===== config.mk =====
export PLATFORM = sky130hd
export DESIGN_NAME = head_length_tail_frame_parser
export DESIGN_NICKNAME = d
export VERILOG_FILES = /design/src/rtl/hltfp_pkg.sv /design/src/rtl/head_length_tail_frame_parser.sv /design/src/rtl/hltfp_ram.sv /design/src/rtl/hltfp_regs.sv /design/src/rtl/hltfp_ctrl.sv /design/src/rtl/hltfp_outq.sv
export SDC_FILE = /design/constraint.sdc
export NUM_CORES = 1
export LEC_CHECK = 0
export BUFFER_PORTS_ARGS = -buffer_cell sky130_fd_sc_hd__buf_4
export CORE_ASPECT_RATIO = 1.1
export CORE_MARGIN = 2
export CORE_UTILIZATION = 61
export CTS_BUF_LIST = sky130_fd_sc_hd__clkbuf_4
export DETAILED_ROUTE_END_ITERATION = 8
export PLACE_DENSITY = 0.88
export REMOVE_ABC_BUFFERS = 1
export SLEW_MARGIN = 10
export SYNTH_ARGS = -nofsm -noshare
export SYNTH_HDL_FRONTEND = slang
export SYNTH_SLANG_ARGS = --single-unit

===== constraint.sdc =====
create_clock -name clk -period 5.9 [get_ports clk]
set_clock_uncertainty 0.15 [all_clocks]
set_input_delay 1.18 -clock clk [delete_from_list [all_inputs] [get_ports clk]]
set_output_delay 1.18 -clock clk [all_outputs]
set_load 0.02 [all_outputs]

===== src/rtl/hltfp_pkg.sv =====
package hltfp_pkg;

	// Frame limits and store geometry.
	localparam int MAX_PAYLOAD = 64;
	localparam int STORE_DEPTH = 64;
	localparam int STORE_AW    = $clog2(STORE_DEPTH);
	localparam int CNT_W       = 7;
	localparam int APB_ADDR_W  = 4;
	localparam int APB_DATA_W  = 32;

	// Register reset values.
	localparam logic [7:0] HEAD_RST = 8'h50;
	localparam logic [7:0] TAIL_RST = 8'h43;
	localparam logic [7:0] BIAS_RST = 8'h30;

	// Register indexes on the configuration port.
	typedef enum logic [1:0] {
		REG_HEAD = 2'd0,
		REG_TAIL = 2'd1,
		REG_BIAS = 2'd2
	} reg_idx_t;

	// Result kinds.
	typedef enum logic [1:0] {
		KIND_PAYLOAD = 2'd0,
		KIND_EMPTY   = 2'd1,
		KIND_REJECT  = 2'd2
	} kind_t;

	// Parser states.
	typedef enum logic [1:0] {
		ST_HUNT,
		ST_LEN,
		ST_DATA,
		ST_EMIT
	} state_t;

	// Configuration registers as seen by the parser.
	typedef struct packed {
		logic [7:0] head_byte;
		logic [7:0] tail_byte;
		logic [7:0] length_bias;
	} cfg_t;

	// Requests from the parser to the result stage.
	typedef struct packed {
		logic       dir_valid;
		kind_t      dir_kind;
		logic [7:0] dir_length;
		logic       rd_issue;
		logic       rd_last;
		logic [7:0] rd_length;
	} res_req_t;

	// Status from the result stage back to the parser.
	typedef struct packed {
		logic can_issue;
		logic busy;
	} res_stat_t;

endpackage


===== src/rtl/head_length_tail_frame_parser.sv =====
// Head-length-tail frame parser.
// The rx channel (rx_valid, rx_stall, rx_byte) takes one received byte per
// transaction. The block hunts for a head byte, decodes the next byte minus
// the length bias as the payload length, stores that many payload bytes in a
// 64-entry memory and checks the following byte against the tail byte.
// The res channel (res_valid, res_stall, kind, payload_byte, frame_length,
// last) returns results: the stored payload as a run closed by last, one
// empty-frame result, or one reject result. A length above 64 rejects at once.
// Ordinary bytes are taken one per cycle outside a payload run and give no
// result. A direct result appears in the cycle after its byte; a payload run
// passes the state, store read and result registers, then gives one byte per
// cycle unless stalled, set by the store's single read port. rx_stall also
// rises on a length or tail byte while the read stage or a stalled result
// register is full. A stalled result holds; the read stage waits behind it.
// Reset clears the control state and loads the default registers; it needs
// no clearing pass, since every payload entry is written before it is read.
// Registers are written on the APB port at byte addresses 0, 4 and 8.
module head_length_tail_frame_parser
	import hltfp_pkg::*;
(
	input  logic                  clk,
	input  logic                  arst_n,
	input  logic                  psel,
	input  logic                  penable,
	input  logic                  pwrite,
	input  logic [APB_ADDR_W-1:0] paddr,
	input  logic [APB_DATA_W-1:0] pwdata,
	output logic [APB_DATA_W-1:0] prdata,
	output logic                  pready,
	input  logic                  rx_valid,
	output logic                  rx_stall,
	input  logic [7:0]            rx_byte,
	output logic                  res_valid,
	input  logic                  res_stall,
	output logic [1:0]            kind,
	output logic [7:0]            payload_byte,
	output logic [7:0]            frame_length,
	output logic                  last
);

	cfg_t                cfg;
	res_req_t            req;
	res_stat_t           stat;
	logic                ram_we;
	logic [STORE_AW-1:0] ram_waddr;
	logic [7:0]          ram_wdata;
	logic                ram_re;
	logic [STORE_AW-1:0] ram_raddr;
	logic [7:0]          ram_rdata;

	// Configuration registers.
	hltfp_regs u_regs (
		.clk     (clk),
		.arst_n  (arst_n),
		.psel    (psel),
		.penable (penable),
		.pwrite  (pwrite),
		.paddr   (paddr),
		.pwdata  (pwdata),
		.prdata  (prdata),
		.pready  (pready),
		.cfg     (cfg)
	);

	// Frame parser and emission sequencer.
	hltfp_ctrl u_ctrl (
		.clk       (clk),
		.arst_n    (arst_n),
		.cfg       (cfg),
		.rx_valid  (rx_valid),
		.rx_stall  (rx_stall),
		.rx_byte   (rx_byte),
		.stat      (stat),
		.ram_we    (ram_we),
		.ram_waddr (ram_waddr),
		.ram_wdata (ram_wdata),
		.ram_re    (ram_re),
		.ram_raddr (ram_raddr),
		.req       (req)
	);

	// Payload store.
	hltfp_ram #(
		.WIDTH (8),
		.DEPTH (STORE_DEPTH)
	) u_store (
		.clk   (clk),
		.we    (ram_we),
		.waddr (ram_waddr),
		.wdata (ram_wdata),
		.re    (ram_re),
		.raddr (ram_raddr),
		.rdata (ram_rdata)
	);

	// Read stage and result register.
	hltfp_outq u_outq (
		.clk          (clk),
		.arst_n       (arst_n),
		.req          (req),
		.ram_rdata    (ram_rdata),
		.stat         (stat),
		.res_valid    (res_valid),
		.res_stall    (res_stall),
		.kind         (kind),
		.payload_byte (payload_byte),
		.frame_length (frame_length),
		.last         (last)
	);

endmodule


===== src/rtl/hltfp_ram.sv =====
module hltfp_ram #(
	parameter int WIDTH = 8,
	parameter int DEPTH = 64
) (
	input  logic                     clk,
	input  logic                     we,
	input  logic [$clog2(DEPTH)-1:0] waddr,
	input  logic [WIDTH-1:0]         wdata,
	input  logic                     re,
	input  logic [$clog2(DEPTH)-1:0] raddr,
	output logic [WIDTH-1:0]         rdata
);

	logic [WIDTH-1:0] mem_q [DEPTH];

	// One write port, one registered read port; read data holds when not enabled.
	always_ff @(posedge clk) begin
		if (we) begin
			mem_q[waddr] <= wdata;
		end
		if (re) begin
			rdata <= mem_q[raddr];
		end
	end

endmodule


===== src/rtl/hltfp_regs.sv =====
module hltfp_regs
	import hltfp_pkg::*;
(
	input  logic                  clk,
	input  logic                  arst_n,
	input  logic                  psel,
	input  logic                  penable,
	input  logic                  pwrite,
	input  logic [APB_ADDR_W-1:0] paddr,
	input  logic [APB_DATA_W-1:0] pwdata,
	output logic [APB_DATA_W-1:0] prdata,
	output logic                  pready,
	output cfg_t                  cfg
);

	logic       wr_en;
	reg_idx_t   idx;
	logic [7:0] head_q;
	logic [7:0] tail_q;
	logic [7:0] bias_q;

	assign pready = 1'b1;
	assign wr_en  = psel && penable && pwrite;
	assign idx    = reg_idx_t'(paddr[3:2]);

	// Register writes; an address beyond the list is ignored.
	always_ff @(posedge clk or negedge arst_n) begin
		if (!arst_n) begin
			head_q <= HEAD_RST;
			tail_q <= TAIL_RST;
			bias_q <= BIAS_RST;
		end else if (wr_en) begin
			case (idx)
				REG_HEAD: head_q <= pwdata[7:0];
				REG_TAIL: tail_q <= pwdata[7:0];
				REG_BIAS: bias_q <= pwdata[7:0];
				default: ;
			endcase
		end
	end

	// Read back.
	always_comb begin
		case (idx)
			REG_HEAD: prdata = {{(APB_DATA_W-8){1'b0}}, head_q};
			REG_TAIL: prdata = {{(APB_DATA_W-8){1'b0}}, tail_q};
			REG_BIAS: prdata = {{(APB_DATA_W-8){1'b0}}, bias_q};
			default:  prdata = '0;
		endcase
	end

	assign cfg.head_byte   = head_q;
	assign cfg.tail_byte   = tail_q;
	assign cfg.length_bias = bias_q;

endmodule


===== src/rtl/hltfp_ctrl.sv =====
module hltfp_ctrl
	import hltfp_pkg::*;
(
	input  logic                clk,
	input  logic                arst_n,
	input  cfg_t                cfg,
	input  logic                rx_valid,
	output logic                rx_stall,
	input  logic [7:0]          rx_byte,
	input  res_stat_t           stat,
	output logic                ram_we,
	output logic [STORE_AW-1:0] ram_waddr,
	output logic [7:0]          ram_wdata,
	output logic                ram_re,
	output logic [STORE_AW-1:0] ram_raddr,
	output res_req_t            req
);

	state_t           state_q;
	state_t           state_d;
	logic [CNT_W-1:0] cnt_q;
	logic [CNT_W-1:0] cnt_d;
	logic [CNT_W-1:0] len_q;
	logic [CNT_W-1:0] len_d;
	logic             accept;
	logic [7:0]       len8;
	logic             too_long;
	logic             at_tail;
	logic             tail_ok;
	logic             emit_last;

	assign len8      = rx_byte - cfg.length_bias;
	assign too_long  = len8 > 8'(MAX_PAYLOAD);
	assign at_tail   = cnt_q == len_q;
	assign tail_ok   = rx_byte == cfg.tail_byte;
	assign emit_last = cnt_q == (len_q - CNT_W'(1));

	// Input stall: all bytes in ST_EMIT, else bytes that may give a result while busy.
	always_comb begin
		case (state_q)
			ST_HUNT: rx_stall = 1'b0;
			ST_LEN:  rx_stall = stat.busy;
			ST_DATA: rx_stall = at_tail && stat.busy;
			ST_EMIT: rx_stall = 1'b1;
			default: rx_stall = 1'b1;
		endcase
	end

	assign accept = rx_valid && !rx_stall;

	// Next state and counters.
	always_comb begin
		state_d = state_q;
		cnt_d   = cnt_q;
		len_d   = len_q;
		case (state_q)
			ST_HUNT: begin
				if (accept && rx_byte == cfg.head_byte) begin
					state_d = ST_LEN;
				end
			end
			ST_LEN: begin
				if (accept) begin
					cnt_d = '0;
					if (too_long) begin
						state_d = ST_HUNT;
						len_d   = '0;
					end else begin
						state_d = ST_DATA;
						len_d   = len8[CNT_W-1:0];
					end
				end
			end
			ST_DATA: begin
				if (accept) begin
					if (!at_tail) begin
						cnt_d = cnt_q + CNT_W'(1);
					end else if (tail_ok && len_q != '0) begin
						state_d = ST_EMIT;
						cnt_d   = '0;
					end else begin
						state_d = ST_HUNT;
					end
				end
			end
			ST_EMIT: begin
				if (stat.can_issue) begin
					cnt_d = cnt_q + CNT_W'(1);
					if (emit_last) begin
						state_d = ST_HUNT;
					end
				end
			end
			default: state_d = ST_HUNT;
		endcase
	end

	// Outputs: store writes, store reads and result requests.
	always_comb begin
		ram_we         = 1'b0;
		ram_waddr      = cnt_q[STORE_AW-1:0];
		ram_wdata      = rx_byte;
		ram_re         = 1'b0;
		ram_raddr      = cnt_q[STORE_AW-1:0];
		req.dir_valid  = 1'b0;
		req.dir_kind   = KIND_REJECT;
		req.dir_length = 8'({1'b0, len_q});
		req.rd_issue   = 1'b0;
		req.rd_last    = emit_last;
		req.rd_length  = 8'({1'b0, len_q});
		case (state_q)
			ST_LEN: begin
				if (accept && too_long) begin
					req.dir_valid  = 1'b1;
					req.dir_length = len8;
				end
			end
			ST_DATA: begin
				if (accept && !at_tail) begin
					ram_we = 1'b1;
				end
				if (accept && at_tail) begin
					if (!tail_ok) begin
						req.dir_valid = 1'b1;
					end else if (len_q == '0) begin
						req.dir_valid  = 1'b1;
						req.dir_kind   = KIND_EMPTY;
						req.dir_length = '0;
					end
				end
			end
			ST_EMIT: begin
				if (stat.can_issue) begin
					ram_re       = 1'b1;
					req.rd_issue = 1'b1;
				end
			end
			default: ;
		endcase
	end

	always_ff @(posedge clk or negedge arst_n) begin
		if (!arst_n) begin
			state_q <= ST_HUNT;
			cnt_q   <= '0;
			len_q   <= '0;
		end else begin
			state_q <= state_d;
			cnt_q   <= cnt_d;
			len_q   <= len_d;
		end
	end

endmodule


===== src/rtl/hltfp_outq.sv =====
module hltfp_outq
	import hltfp_pkg::*;
(
	input  logic       clk,
	input  logic       arst_n,
	input  res_req_t   req,
	input  logic [7:0] ram_rdata,
	output res_stat_t  stat,
	output logic       res_valid,
	input  logic       res_stall,
	output logic [1:0] kind,
	output logic [7:0] payload_byte,
	output logic [7:0] frame_length,
	output logic       last
);

	logic       valid_s1;
	logic       last_s1;
	logic [7:0] len_s1;
	logic       out_valid_q;
	kind_t      kind_q;
	logic [7:0] byte_q;
	logic [7:0] len_q;
	logic       last_q;
	logic       out_free;
	logic       s1_move;

	assign out_free       = !out_valid_q || !res_stall;
	assign s1_move        = valid_s1 && out_free;
	assign stat.can_issue = !valid_s1 || s1_move;
	assign stat.busy      = valid_s1 || (out_valid_q && res_stall);

	// Read stage: tracks the payload byte sitting in the store's read register.
	always_ff @(posedge clk or negedge arst_n) begin
		if (!arst_n) begin
			valid_s1 <= 1'b0;
		end else if (req.rd_issue) begin
			valid_s1 <= 1'b1;
		end else if (s1_move) begin
			valid_s1 <= 1'b0;
		end
	end

	always_ff @(posedge clk) begin
		if (req.rd_issue) begin
			last_s1 <= req.rd_last;
			len_s1  <= req.rd_length;
		end
	end

	// Output register: takes a payload byte from the read stage or a direct result.
	always_ff @(posedge clk or negedge arst_n) begin
		if (!arst_n) begin
			out_valid_q <= 1'b0;
		end else if (out_free) begin
			out_valid_q <= s1_move || req.dir_valid;
		end
	end

	always_ff @(posedge clk) begin
		if (s1_move) begin
			kind_q <= KIND_PAYLOAD;
			byte_q <= ram_rdata;
			len_q  <= len_s1;
			last_q <= last_s1;
		end else if (out_free && req.dir_valid) begin
			kind_q <= req.dir_kind;
			byte_q <= '0;
			len_q  <= req.dir_length;
			last_q <= 1'b1;
		end
	end

	assign res_valid    = out_valid_q;
	assign kind         = kind_q;
	assign payload_byte = byte_q;
	assign frame_length = len_q;
	assign last         = last_q;

endmodule


==> summary.md <==
| Metric | Value |
|---|---|
| Antenna violations before repair | `1` |
| Post-Synthesis Cells | `about 1500` |
| Synth top area share | `approximately 70%` |
| Hold Crit Class | `primary input to asynchronous set/reset pin` |
| CTS tree | `yes` |
| Final nets | `approximately 1700` |
| Max-cap violation count | `0` |
| Worst IR Drop VDD | `about 0.28 mV` |
| Power density of the placed cells | `around 370 nW/um^2` |
| Switching share of power | `27.03%` |
| M1 WL | `approximately 20000 um` |
| Max Used Layer | `met4` |
| Vias per inst | `around 6.9` |
| Vias in the first global route | `15370` |
| Root buffer cell | `clkbuf_4` |
| IO buf count | `53` |
| Slowest Stage Delay on Critical Path | `between 0.8 and 0.9 ns` |
| Fin Hold WS | `roughly 0.17 ns` |
| Worst reg2reg setup slack | `about 1.7 ns` |
| Async set or reset register ratio after synthesis | `between 7 and 8%` |
| Row cnt | `75` |
| Commonest non-fill, non-tap cells in the layout | `545 x edfxtp_1, 204 x a22oi_1, 195 x clkbuf_4` |
| Total CTS buffers | `about 130` |
| Register area share after synthesis | `around 75%` |
| Layout cells sized above 1 | `a little over 20%` |
| Tcrit/Tclk final | `71.76%` |
| Final HPWL from detailed placement | `~34000 um` |
| Placed inst area | `roughly 24000 sq um` |
| Yosys cell types | `76` |
| Core outline area | `37910 sq um` |
| Finished Cell Area | `around 26000 sq um` |
| # IOs | `~110` |
| Largest net degree at the start of global routing | `67` |
| # Post-CTS Setup Buffers | `0` |
| # DRC | `0` |
| Initial core utilization | `61.40%` |
| Slew Limit Fails | `0` |
| Psw | `2.572 mW` |
| Clock buffer depth | `3` |
| Post-synth EDFFs | `roughly 550` |
| WL final | `around 60000 um` |
| CP bufs+invs | `1` |
| Clock group share of total power | `about a third` |
| Crit path cell chain | `xor2_1 -> nor4_2 -> nand3_1 -> a31oi_1 -> buf_4` |
| Yosys top cell by area | `edfxtp_1` |
| Delay-heaviest family, CP | `flip-flops` |
| Final Hold Viols | `0` |
| Via count of the routed design | `approximately 15000` |
| Met3 WL | `around 7700 um` |
| Pre-CTS WS | `~1.3 ns` |
| Placer Congestion | `approximately 0.90` |
| Cell Area, Synth | `roughly 23000 sq um` |
| Detailed Routing Iterations Pass 1 | `6` |
| Leak Pwr | `just under 9 nW` |
| Tot GR Track Use | `a little under a third` |
| Antenna viol nets, final | `0` |
| Yosys reg bits | `589` |
| Setup ws final | `around 1.7 ns` |
| H-tree Lvls | `4` |
| Synth Area per Inst | `15.70 sq um` |
| Setup-failing EPs final | `0` |
| DIE HEIGHT | `208.9 um` |
| Main flop type after synthesis | `edfxtp_1` |
| Syn-to-layout area delta | `11.23%` |
| Clk Latency, worst-skew pair | `approximately 0.87 ns` |
| Status | `finished clean` |
| RSZ-0062 raised after global routing | `false` |
| PostCTS Resize Cnt | `0` |
| Wirelength per Cell | `between 20 and 30 um` |
| CP max FO | `22` |
| Overflow after GRT | `0` |
| Global-route wire length before repair | `90130 um` |
| Min cycle time layout | `roughly 4.2 ns` |
| Commonest non-fill, non-tap cell in the layout | `edfxtp_1` |
| Fmax achieved | `about 240 MHz` |
| Crit-path slowest cell | `dfrtp_1` |
| Kind of critical path | `register to output pin` |
| DR iter-0 viols | `between 2000 and 3000` |
| CTS sink cnt | `roughly 600` |
| Hold_buf cts | `0` |
| Met2 wire length | `29040 um` |
| Die width | `around 190 um` |
| Final setup TNS | `0 ns` |
| Die area | `~40000 sq um` |
| Critical Path RT | `4.57 ns` |
| Worst Tran Pin Value | `1.417 ns` |
| Synth top area cells | `edfxtp_1 70%, a22oi_1 6.6%, dfrtp_1 3.8%` |
| Worst slew margin | `between 3 and 4%` |
| YS warnings | `0` |
| Worst Setup Start Kind | `register` |
| Total Power | `around 9.5 mW` |
| Clock-pin slew on the worst setup and hold paths | `about 0.070 ns` |
| Pint | `6.943 mW` |
| Worst EP arrival | `around 2.9 ns` |
| Share of power burned in registers | `approximately half` |
| Logic pwr share | `between 10% and 20%` |
| Crit path capture type | `output pin` |
## layout make-up
class,instances,area [sq um]
Tap cell,500,625.6
Sequential cell,589,17470
Clock inverter,37,265.3
Clock buffer,195,1464
Timing Repair Buffer,85,650.6
Inverter,19,71.32
Fill cell,2253,12020
Antenna cell,1,2.502
Multi-Input combinational cell,791,5346
## path summary, 6_finish.rpt
kind | cells after the start | end | start
setup / recovery | 5 | rx_stall | u_ctrl.cnt_q[2]
hold reg to reg | 2 | u_outq.kind[1] | u_outq.kind[1]
hold / removal | 1 | u_ctrl.len_q[2] | arst_n
max in group asynchronous | 1 | u_regs.head_q[4] | arst_n
setup reg to reg | 7 | u_store.rdata[1] | u_ctrl.cnt_q[2]
min in group clk | 2 | u_outq.kind[1] | u_outq.kind[1]
## through the flow
stage | cells | util, %
6_report | 2217 | 68.29
4_1_cts | 2216 | 68.27
5_1_grt | 2217 | 68.29
3_3_place_gp | 1984 | 63.71
3_5_place_dp | 1984 | 63.71
2_1_floorplan | 1399 | -
## layer usage
layer	vias up	track usage, %
li1	6278	-
met2	1366	48.65
met5	-	0
met3	270	8.599
met1	7354	37.24
met4	0	19.97
## kinds of logic (layout without fill, tap and decap cells)
kind of cell / Yosys count / count (layout) / share of synthesized area [%]
adder cells (fa/ha/maj): 16 / 16 / 0.8923
multiplexers: 32 / 32 / 1.484
buffers and inverters: 126 / 336 / 2.526
flip-flops: 589 / 589 / 75.04
other: 2 / 26 / 0.03226
AO/OA/AOI/OAI: 408 / 408 / 12.87
AND/OR/NAND/NOR: 279 / 279 / 5.994
XOR/XNOR: 31 / 31 / 1.166
## power by group through the flow
| stage | Combinational [mW] | Sequential [mW] | Clock [mW] |
|---|---|---|---|
| CTS | 1.36 | 4.87 | 3.27 |
| floorplan | 0.836 | 5.00 | 0 |
| detailed placement | 1.36 | 4.96 | 0 |
| finish | 1.39 | 4.87 | 3.25 |
| global route | 1.51 | 4.89 | 3.46 |
| global placement | 1.29 | 4.95 | 0 |
## synth_stat cells (5+ instances only)
master and instances:
a21oi_1 41, a221oi_1 29, a22o_1 29, a22oi_1 204, a31oi_1 32, and2_1 5, and3_1 11, buf_1 14
buf_2 11, buf_4 25, clkbuf_1 56, dfrtp_1 35, dfstp_2 7, edfxtp_1 545, ha_1 15, inv_1 19
mux2_2 20, mux2i_1 12, nand2_1 56, nand2b_1 6, nand3_1 24, nand3b_1 5, nand4_1 41, nor2_1 87
nor2b_1 7, nor3_1 9, o21ai_0 29, o31ai_1 5, xor2_1 27
## registers in the layout (all words and copies together), names as in the netlist, 7 cells and up
register             flops
u_store.mem_q          512
u_outq.frame_length      8
u_outq.payload_byte      8
u_regs.bias_q            8
u_regs.head_q            8
u_regs.tail_q            8
u_store.rdata            8
u_ctrl.cnt_q             7
u_ctrl.len_q             7
u_outq.len_s1            7
No activity file was read; power rests on OpenSTA's default activity.
